===== src/rtl/c3c_pkg.sv =====
// ----------------------------------------------------------------------------
// c3c_pkg
// Shared types and constants of the 3x3 convolution core: pixel and register
// widths, register indexes, row store word and window layout.
// ----------------------------------------------------------------------------
`timescale 1ns / 1ps
`default_nettype none

package c3c_pkg;

	localparam int PIX_W      = 8;
	localparam int IMG_W_BITS = 11;
	localparam int IMG_H_BITS = 12;
	localparam int REG_IDX_W  = 3;

	localparam logic [PIX_W-1:0] PIX_MAX = 8'd255;

	localparam logic [IMG_W_BITS-1:0] IMG_W_RESET = 11'd1024;
	localparam logic [IMG_H_BITS-1:0] IMG_H_RESET = 12'd768;
	localparam int KERNEL_TOP_RESET = 0;
	localparam int KERNEL_MID_RESET = 256;
	localparam int KERNEL_BOT_RESET = 0;

	typedef enum logic [REG_IDX_W-1:0] {
		REG_IMAGE_WIDTH = 3'd0,
		REG_IMAGE_HEIGHT = 3'd1,
		REG_KERNEL_TOP = 3'd2,
		REG_KERNEL_MID = 3'd3,
		REG_KERNEL_BOT = 3'd4
	} cfg_reg_t;

	// One row store word: the latest row and the row before it at one column.
	typedef struct packed {
		logic [PIX_W-1:0] newer;
		logic [PIX_W-1:0] older;
	} pair_t;

	// 3x3 window, element i*3+j is row i (0 = top), column j (0 = left).
	typedef logic [8:0][PIX_W-1:0] win_t;

endpackage

`default_nettype wire


===== src/rtl/c3c_conv.sv =====
// ----------------------------------------------------------------------------
// c3c_conv
// Nine-tap multiply-accumulate of a 3x3 window with the flipped kernel,
// clamped to the 8-bit pixel range.
// ----------------------------------------------------------------------------
`timescale 1ns / 1ps
`default_nettype none

module c3c_conv #(
	parameter int COEF_BITS = 8
) (
	input  c3c_pkg::win_t                      win,
	input  wire logic [3*COEF_BITS-1:0]        k_top,
	input  wire logic [3*COEF_BITS-1:0]        k_mid,
	input  wire logic [3*COEF_BITS-1:0]        k_bot,
	output logic [c3c_pkg::PIX_W-1:0]          pix
);

	localparam int KW = 3 * COEF_BITS;
	localparam int PW = COEF_BITS + c3c_pkg::PIX_W + 1;
	localparam int SW = PW + 4;

	logic [KW-1:0]         krow [3];
	logic signed [SW-1:0]  sum;

	assign krow[0] = k_top;
	assign krow[1] = k_mid;
	assign krow[2] = k_bot;

	always_comb begin
		logic signed [COEF_BITS-1:0] cf;
		logic signed [PW-1:0]        prod;
		sum = '0;
		for (int i = 0; i < 3; i++) begin
			for (int j = 0; j < 3; j++) begin
				// flipped kernel: window (i,j) meets coefficient (2-i,2-j)
				cf   = $signed(krow[2-i][(2-j)*COEF_BITS +: COEF_BITS]);
				prod = $signed({1'b0, win[i*3+j]}) * cf;
				sum  = sum + SW'(prod);
			end
		end
	end

	always_comb begin
		if (sum < 0) begin
			pix = '0;
		end else if (sum > $signed({{(SW-c3c_pkg::PIX_W){1'b0}}, c3c_pkg::PIX_MAX})) begin
			pix = c3c_pkg::PIX_MAX;
		end else begin
			pix = sum[c3c_pkg::PIX_W-1:0];
		end
	end

endmodule

`default_nettype wire


===== config.mk =====
export PLATFORM = sky130hd
export DESIGN_NAME = c3c_conv
export DESIGN_NICKNAME = d
export VERILOG_FILES = /design/src/rtl/c3c_pkg.sv /design/src/rtl/c3c_conv.sv
export SDC_FILE = /design/constraint.sdc
export NUM_CORES = 1
export LEC_CHECK = 0
export BUFFER_PORTS_ARGS = -buffer_cell sky130_fd_sc_hd__buf_2
export CAP_MARGIN = 10
export CORE_MARGIN = 2
export CORE_UTILIZATION = 55
export DETAILED_ROUTE_END_ITERATION = 7
export PLACE_DENSITY = 0.77
export REMOVE_ABC_BUFFERS = 1
export SLEW_MARGIN = 0
export SYNTH_ARGS = -nofsm -noshare
export SYNTH_HDL_FRONTEND = slang
export SYNTH_SLANG_ARGS = --single-unit

===== constraint.sdc =====
create_clock -name vclk -period 11.9
set_input_delay 2.38 -clock vclk [all_inputs]
set_output_delay 2.38 -clock vclk [all_outputs]
set_load 0.05 [all_outputs]

# After elaboration in Yosys (flattened, before gate mapping)
# Index checks and enable logic that the tools add are counted.
totals:
  regBits: 0
  in_bits: 144
  output_inout_bits: 8
  wordCells: 21
classes:
  add_sub_neg: 8
  multipliers: 9
  order_cmp: 2
  n_mux: 2
ops:
  columns: ["operator", "count"]
  rows:
  - ["9-bit by 8-bit multiplier with 17-bit output", 9]
  - ["21-bit by 17-bit adder with 21-bit output", 4]
  - ["20-bit by 17-bit adder with 21-bit output", 1]
  - ["21-bit by 9-bit > comparator with 1-bit output, second input constant", 1]
  - ["21-bit by 1-bit less-than comparator with 1-bit output, second input constant", 1]
  - ["19-bit by 17-bit adder with 20-bit output", 1]
  - ["18-bit by 17-bit adder with 19-bit output", 1]
  - ["17-bit by 17-bit adder with 18-bit output", 1]
  - ["8-bit 2-to-1 mux", 2]

# Logic depth before layout (Yosys ltp)
# Gate-level depths: netlist of the first run.
depth:
  word_depth: 12
  ltp_mapped: 30
  mapped_depth_nobuf: 28

# Worst setup path before layout of the first run
# OpenSTA, ideal clock, no wires.
synth_path:
  path_type: "input to output"
  from: "input port k_top[12]"
  to: "output port pix[0] (netlist name)"
  arrival_ns: 10.301
  required_ns: 9.520
  path_slack_ns: -0.781
  stages: 27
  path_buffers: 1
  path_cell_list: "clkbuf_1 nand2_1 fa_1 inv_1 fa_1 inv_1 fa_1 inv_1 fa_1 inv_1 fa_1 inv_1 fa_1 inv_1 fa_1 fa_1 fa_1 inv_1 fa_1 ha_1 o211ai_1 o211ai_2 a31oi_1 or3_1 a32oi_1 o21ai_2 a41oi_1"
synth_between:
  elab_chain_len: 6
  elab_cells_between_ends: 7
  classes_between: "add/sub: 2; mul: 1; order compare: 2; mux: 2"
synth_lines:
  columns: ["element", "line_no", "source"]
  rows:
  - ["start: declaration", "c3c_conv.sv:13", "input wire logic [3*COEF_BITS-1:0] k_top,"]
  - ["9-bit by 8-bit multiplier with 17-bit output *", "c3c_conv.sv:38", "prod = $signed({1'b0, win[i*3+j]}) * cf;"]
  - ["21-bit by 17-bit adder with 21-bit output * (2 in series)", "c3c_conv.sv:39", "sum = sum + SW'(prod);"]
  - ["21-bit by 9-bit > comparator with 1-bit output", "c3c_conv.sv:47", "end else if (sum > $signed({{(SW-c3c_pkg::PIX_W){1'b0}}, c3c_pkg::PIX_MAX})) begin"]
  - ["8-bit 2-to-1 mux", "c3c_conv.sv:47", null]
  - ["8-bit 2-to-1 mux *", "c3c_conv.sv:45", "if (sum < 0) begin"]
  - ["end: declaration", "c3c_conv.sv:16", "output logic [c3c_pkg::PIX_W-1:0] pix"]
# Mark *: on every way between the ends. The rest lies on a longest branch, timed or not.

# Final worst setup path of the first run
layout_path:
  from: "input port win[30] (netlist name)"
  to: "output port pix[4] (netlist name)"
layout_between:
  elab_chain_len: 10
  elab_cells_between_ends: 11
  classes_between: "add/sub: 6; mul: 1; order compare: 2; mux: 2"
layout_lines:
  columns: ["element", "line_no", "source"]
  rows:
  - ["start: declaration", "c3c_conv.sv:12", "input c3c_pkg::win_t win,"]
  - ["9-bit by 8-bit multiplier with 17-bit output *", "c3c_conv.sv:38", null]
  - ["19-bit by 17-bit adder with 20-bit output *", "c3c_conv.sv:39", null]
  - ["20-bit by 17-bit adder with 21-bit output *", "c3c_conv.sv:39", null]
  - ["21-bit by 17-bit adder with 21-bit output * (4 in series)", "c3c_conv.sv:39", null]
  - ["21-bit by 9-bit > comparator with 1-bit output", "c3c_conv.sv:47", null]
  - ["8-bit 2-to-1 mux", "c3c_conv.sv:47", null]
  - ["8-bit 2-to-1 mux *", "c3c_conv.sv:45", null]
# Marks and branches as above.

==> flow_metrics.env, run 1 <==
export IMPL_rsz0062_at_grt="yes"
export IMPL_seq_cells=0
export IMPL_ys_types=50
export IMPL_dieArea_sq_um=41600
export IMPL_period_minus_slack_ps=12520
export IMPL_post_drt_via_cell_ratio=5.02
export IMPL_regArea_sq_um=0
export IMPL_netlist_instances=2317
export IMPL_dr_pass1_iters=5
export IMPL_endpoint_kind="output pin"
export IMPL_seq_area_frac_synth_pct=0
export IMPL_min_path_type="in -> out"
export IMPL_clkbuf_count=0
export IMPL_violations="negative setup slack"
export IMPL_worst_setup_path_type="in -> out"
export IMPL_hold_viol=0
export IMPL_antenna_found_initial=2
export IMPL_netlist_area_sq_um=22000
export IMPL_fin_ws_ps=-621
export IMPL_syn_area_per_cell_sq_um=9.49
export IMPL_core_sq_um=39600
export IMPL_cap_violations=0
export IMPL_arrival_ps=10140
export IMPL_start_kind="input pin"
export IMPL_ant_nets=0
export IMPL_via_count=16300
export IMPL_die_h_um=204
export IMPL_io_pins=152
export IMPL_status="finished with violations"
export IMPL_hpwl_mm=55.1
export IMPL_drt_iter0_drc=887
export IMPL_maxSlewHeadroom_pct=69.5
export IMPL_grt_max_degree=9
export IMPL_routedWlPerCell_um=18.3
export IMPL_io_buffers=152
export IMPL_finalMaxSlewViolations=0
export IMPL_place_congestion=0.955
export IMPL_fin_setup_tns_ps=-4880
export IMPL_fin_nets=3736
export IMPL_start_util_pct=55.5
export IMPL_grt_pass1_wl_mm=94.6
export IMPL_final_util_pct=65.6
export IMPL_fin_crit_sh_pct=105
export IMPL_drive_above_1_share_pct=20.1
export IMPL_wl_mm=59.3
export IMPL_track_usage_pct=29.6
export IMPL_yosysWarnings=0
export IMPL_area_growth_pct=18.2
export IMPL_grt_pass1_vias=18200
export IMPL_cp_max_fo=8
export IMPL_required_ps=9520
export IMPL_die_w_um=204
export IMPL_n_fill_cell=3251
export IMPL_worstMarginPinSlew_ps=457
export IMPL_fmax_ghz=0.0799
export IMPL_setup_viol=8
export IMPL_gr_total_overflow=0
export IMPL_remaining_drc_errors=0
export IMPL_hold_depth=9
export IMPL_rows=73
-- synthesized netlist by cell type (2+ instances only) --
cell        n  area (sq um)
inv_1     739          2770
fa_1      574         11500
and2_1    344          2150
ha_1      295          3690
nand2_1   171           642
nor2_1     53           199
nand2b_1   22           138
nor2b_1    17           106
a21oi_1    12          60.1
xnor2_1    11          96.3
o21ai_0     9          45.0
a41oi_1     8          70.1
a31oi_1     7          43.8
nor3_1      5          25.0
or3_1       4          25.0
a21o_1      3          22.5
nand3_1     3          15.0
a21oi_2     2          17.5
a21oi_4     2          32.5
and3_1      2          12.5
o211ai_1    2          15.0
o21a_1      2          15.0
o21ai_1     2          10.0
xor2_1      2          17.5
-- path summary, 6_finish.rpt --
check	start	end	slack [ps]
min	win[0]	pix[0]	6110
max	win[30]	pix[4]	-620
-- critical path, cell delays in order --
cell and delay (ps):
buf_2 120, and2_1 180, fa_1 540, inv_1 50, fa_1 470, fa_1 540
inv_1 50, fa_1 530, fa_2 660, fa_1 460, fa_1 490, fa_1 510
inv_2 40, fa_1 480, inv_1 50, fa_1 520, ha_4 230, a21oi_4 160
o21ai_2 100, a211oi_2 220, buf_4 150, o211ai_1 130, a41o_1 260, a211o_4 380
a41oi_2 210, buf_6 190
-- metal layers --
layer  share of wire, %  GRT usage [%]
met4                2.6           6.44
met1                 41           39.0
met5                  0              0
met2                 52           53.4
met3                5.3           2.76
-- area by class of cell --
type,instances,area [sq um],area share [%]
Antenna cell,1,2.50,0.00963
Inverter,740,2780,10.7
Multi-Input combinational cell,1575,19600,75.6
Tap cell,525,657,2.53
Timing Repair Buffer,406,2920,11.2
-- kinds of logic after synthesis --
| logic type | Yosys count | synth area share (%) |
|---|---|---|
| simple gates | 628 | 15.3 |
| mux | 1 | 0.0455 |
| compound gates | 61 | 2.11 |
| fa+ha+maj | 869 | 69.0 |
| xor+xnor | 16 | 0.819 |
| buf+inv | 742 | 12.7 |
-- timing repair --
item / 4_1_cts / 5_1_grt
buffers inserted: 9 / 5
hold buffers: 0 / 0
gates resized for setup: 168 / 48
cloned: 0 / 0
endpoints found under the hold margin: 0 / 0
pin swaps: 113 / 22
endpoints found under the setup margin: 8 / 8
-- layout by cell type, fill, tap and decap left out, types with 3 or more instances in the layout --
master	count
nand2_1	164
nand2b_1	22
fa_2	28
a21o_1	3
and2_1	315
nand2_2	7
o21ai_0	8
xnor2_1	11
buf_6	28
nor2_1	53
a31oi_1	5
nor3_1	4
ha_4	8
a21oi_2	6
inv_1	705
ha_1	287
and2_4	29
or3_1	3
buf_2	105
a21oi_4	3
nor2b_1	17
a21oi_1	7
buf_4	269
inv_2	34
fa_1	546
a41oi_2	7
-- stage by stage --
step / hold WS [ps] / setup slack (ps) / instances / instance area (sq um)
finish: 6110 / -621 / 3247 / 26000
global route: 6180 / -872 / 3246 / 26000
CTS: 6090 / -607 / 3241 / 25800
detailed placement: 6120 / -945 / 3232 / 25200
global placement: 6150 / -833 / 3232 / 25200
floorplan: 5800 / -677 / 2315 / 22000
Power of run 1 is left out: the tool's default activity adds up to more than one toggle a clock period on the data nets, which glitch-free logic cannot reach.
==> run 2: changes to the inputs <==
--- a/config.mk
+++ b/config.mk
@@ -12,6 +12,7 @@
 export DETAILED_ROUTE_END_ITERATION = 7
 export PLACE_DENSITY = 0.77
 export REMOVE_ABC_BUFFERS = 1
+export SETUP_SLACK_MARGIN = 0.5
 export SLEW_MARGIN = 0
 export SYNTH_ARGS = -nofsm -noshare
 export SYNTH_HDL_FRONTEND = slang
==> flow_metrics.env, run 2 (synthesis results as in run 1) <==
export IMPL_core_sq_um=39600
export IMPL_grt_pass1_wl_mm=94.6
export IMPL_routedWlPerCell_um=18.3
export IMPL_endpoint_kind="output pin"
export IMPL_seq_cells=0
export IMPL_track_usage_pct=29.6
export IMPL_clkbuf_count=0
export IMPL_fin_crit_sh_pct=105
export IMPL_min_path_type="in -> out"
export IMPL_routed_top_layer="met4"
export IMPL_dp_cells=3232
export IMPL_remaining_drc_errors=0
export IMPL_hold_start="win[0]"
export IMPL_cp_max_fo=8
export IMPL_drive_above_1_share_pct=20.1
export IMPL_area_growth_pct=18.2
export IMPL_grt_max_degree=9
export IMPL_layout_commonest_cell="inv_1"
export IMPL_drt_iter0_drc=887
export IMPL_holdPathEnd="pix[0]"
export IMPL_status="finished with violations"
export IMPL_maxSlewHeadroom_pct=69.5
export IMPL_required_ps=9520
export IMPL_fin_cells=3247
export IMPL_wl_met1_mm=24.1
export IMPL_finalMaxSlewViolations=0
export IMPL_io_pins=152
export IMPL_antenna_found_initial=2
export IMPL_violations="negative setup slack"
export IMPL_fin_nets=3736
export IMPL_cap_violations=0
export IMPL_ant_nets=0
export IMPL_grt_pass1_vias=18200
export IMPL_fin_setup_tns_ps=-4880
export IMPL_fin_ws_ps=-621
export IMPL_dieArea_sq_um=41600
export IMPL_fmax_ghz=0.0799
export IMPL_place_congestion=0.955
export IMPL_rsz0062_at_grt="yes"
export IMPL_post_drt_via_cell_ratio=5.02
export IMPL_hold_viol=0
export IMPL_start_util_pct=55.5
export IMPL_wl_met2_mm=30.6
export IMPL_arrival_ps=10140
export IMPL_hpwl_mm=55.1
export IMPL_met3_length_mm=3.12
export IMPL_start_kind="input pin"
export IMPL_rows=73
export IMPL_setup_viol=8
export IMPL_worstMarginPinSlew_ps=457
export IMPL_worst_setup_path_type="in -> out"
export IMPL_regArea_sq_um=0
export IMPL_dr_pass1_iters=5
export IMPL_n_fill_cell=3251
export IMPL_die_h_um=204
export IMPL_period_minus_slack_ps=12520
export IMPL_via_count=16300
export IMPL_die_w_um=204
export IMPL_gr_total_overflow=0
export IMPL_wl_mm=59.3
export IMPL_mostFrequentLayoutCells="705 x inv_1, 546 x fa_1, 315 x and2_1"
export IMPL_hold_depth=9
export IMPL_io_buffers=152
-- run 2: cell counts in the layout (fill, tap and decap cells not counted) --
Identical to the previous run, type by type.
-- run 2: stage by stage --
step                      util [%]  setup slack (ps)  hold slack, ps  cell area [sq um]
after floorplan                  -              -677            5800              22000
after global placement        63.6              -833            6150              25200
after detailed placement      63.6              -945            6120              25200
after CTS                     65.1              -607            6090              25800
after global routing          65.6              -872            6180              26000
final                         65.6              -621            6110              26000
-- run 2: worst max path at each step --
stage | start | end | slack (ps)
5_1_grt | k_top[11] | pix[1] | -870
4_1_cts | k_mid[11] | pix[0] | -610
3_3_place_gp | win[54] | pix[0] | -830
6_report | win[30] | pix[4] | -620
3_5_place_dp | win[54] | pix[4] | -950
2_1_floorplan | k_mid[7] | pix[0] | -680
-- run 2: per-layer routing --
metal | vias to the layer above | track usage, %
li1 | 7445 | -
met1 | 8342 | 39.0
met2 | 451 | 53.4
met3 | 74 | 2.76
met4 | 0 | 6.44
met5 | - | 0
-- run 2: what timing repair did --
item / 4_1_cts / 5_1_grt
gates resized for setup: 168 / 48
endpoints found under the setup margin: 8 / 8
pin swaps: 113 / 22
hold buffers: 0 / 0
buffers inserted: 9 / 5
-- run 2: final cells by class --
cell class / count / area (sq um) / share of cell area [%]
multi-input combinational: 1575 / 19600 / 75.6
inverter: 740 / 2780 / 10.7
timing repair buffer: 406 / 2920 / 11.2
tap: 525 / 657 / 2.53
antenna: 1 / 2.50 / 0.00963
-- run 2: worst max-delay path: stages --
cell and delay (ps):
buf_2 120, and2_1 180, fa_1 540, inv_1 50, fa_1 470, fa_1 540
inv_1 50, fa_1 530, fa_2 660, fa_1 460, fa_1 490, fa_1 510
inv_2 40, fa_1 480, inv_1 50, fa_1 520, ha_4 230, a21oi_4 160
o21ai_2 100, a211oi_2 220, buf_4 150, o211ai_1 130, a41o_1 260, a211o_4 380
a41oi_2 210, buf_6 190
Power of run 2 is left out for the same reason.
==> run 3: changes to the inputs <==
--- a/config.mk
+++ b/config.mk
@@ -8,9 +8,8 @@
 export BUFFER_PORTS_ARGS = -buffer_cell sky130_fd_sc_hd__buf_2
 export CAP_MARGIN = 10
 export CORE_MARGIN = 2
-export CORE_UTILIZATION = 55
+export CORE_UTILIZATION = 30
 export DETAILED_ROUTE_END_ITERATION = 7
-export PLACE_DENSITY = 0.77
 export REMOVE_ABC_BUFFERS = 1
 export SETUP_SLACK_MARGIN = 0.5
 export SLEW_MARGIN = 0
==> flow_metrics.env, run 3 (synthesis results as in run 1) <==
export IMPL_area_growth_pct=20.6
export IMPL_antenna_found_initial=3
export IMPL_drt_iter0_drc=870
export IMPL_routedWlPerCell_um=16.6
export IMPL_rsz0062_at_grt="yes"
export IMPL_place_congestion=0.900
export IMPL_path_common_cell="fa_1"
export IMPL_hold_start="win[0]"
export IMPL_hold_viol=0
export IMPL_layout_commonest_cell="inv_1"
export IMPL_post_drt_via_cell_ratio=4.31
export IMPL_period_minus_slack_ps=12470
export IMPL_fin_hold_ws_ps=6110
export IMPL_via_count=15900
export IMPL_start_kind="input pin"
export IMPL_arrival_ps=10090
export IMPL_fin_crit_sh_pct=105
export IMPL_rows=99
export IMPL_cpMaxStageDelayCell="fa_2"
export IMPL_grt_max_degree=10
export IMPL_required_ps=9520
export IMPL_io_buffers=152
export IMPL_grt_pass1_wl_mm=96.7
export IMPL_final_util_pct=36.4
export IMPL_fin_nets=3740
export IMPL_grt_pass1_vias=17700
export IMPL_cp_startpoint="win[65]"
export IMPL_violations="negative setup slack"
export IMPL_fin_ws_ps=-566
export IMPL_fmax_ghz=0.0802
export IMPL_regArea_sq_um=0
export IMPL_hpwl_mm=57.9
export IMPL_status="finished with violations"
export IMPL_clkbuf_count=0
export IMPL_mostFrequentLayoutCells="720 x inv_1, 548 x fa_1, 329 x and2_1"
export IMPL_dr_pass1_iters=5
export IMPL_worstMarginPinSlew_ps=387
export IMPL_seq_cells=0
export IMPL_core_sq_um=72800
export IMPL_gr_total_overflow=0
export IMPL_track_usage_pct=16.7
export IMPL_cap_violations=0
export IMPL_endpoint_kind="output pin"
export IMPL_worst_setup_path_type="in -> out"
export IMPL_n_fill_cell=7516
export IMPL_drive_above_1_share_pct=19.0
export IMPL_maxSlewHeadroom_pct=74.2
export IMPL_die_w_um=275
export IMPL_dp_slack_ps=-932
export IMPL_start_util_pct=30.2
export IMPL_setup_viol=8
export IMPL_die_h_um=275
export IMPL_finalMaxSlewViolations=0
export IMPL_dieArea_sq_um=75500
export IMPL_cp_max_fo=8
export IMPL_io_pins=152
export IMPL_min_path_type="in -> out"
export IMPL_wl_mm=61.0
export IMPL_ant_nets=0
export IMPL_remaining_drc_errors=0
export IMPL_setup_worst_path_end="pix[7]"
export IMPL_slowest_delay_ps=600
export IMPL_diodes=0
[run 3: cell count changes in the layout (fill, tap and decap cells not counted), moves of 4 or more]
| cell | delta |
|---|---|
| inv_1 | +15 |
| buf_12 | +4 |
| inv_2 | -15 |
| and2_1 | +14 |
| buf_4 | -14 |
| and2_4 | -14 |
| buf_2 | +17 |
[run 3: worst min path at each step]
stage,endpoint,cells after the start
after global placement,pix[0],9
after global routing,pix[0],8
after floorplan,pix[0],5
after CTS,pix[0],9
final,pix[0],9
after detailed placement,pix[0],9
[run 3: layout make-up]
class | instances | area (sq um) | share of cell area [%]
Tap cell | 959 | 1200 | 4.52
Multi-Input combinational cell | 1575 | 19600 | 73.9
Inverter | 740 | 2780 | 10.5
Timing Repair Buffer | 410 | 2950 | 11.1
[run 3: metrics by stage]
step,TNS (ps),cells,instance area (sq um)
global placement,-5840,3675,25900
detailed placement,-7200,3675,25900
finish,-4400,3684,26500
CTS,-3860,3682,26400
global route,-6120,3684,26500
floorplan,-5420,2315,22000
[run 3: per-layer routing]
| metal | part of all wire [%] | vias to the layer above | GRT usage [%] |
|---|---|---|---|
| li1 | - | 7453 | - |
| met1 | 44 | 8059 | 22.8 |
| met2 | 51 | 330 | 30.1 |
| met3 | 4.5 | 28 | 1.06 |
| met4 | 0.91 | 4 | 1.25 |
| met5 | 0.044 | - | 0 |
[run 3: timing repair]
action                                  in CTS  in global routing
endpoints found under the setup margin       8                  8
setup buffers                                7                  2
gates resized for setup                    133                 28
pin swaps                                   66                 26
hold buffers                                 0                  0
[run 3: critical path, delay by kind of cell]
family	cells	cell delay [ps]
muxes	1	130
and+or+nand+nor	3	630
adders and majority gates	11	5420
AOI/OAI and AO/OA	4	740
buffers and inverters	9	790
Power of run 3 is left out for the same reason.
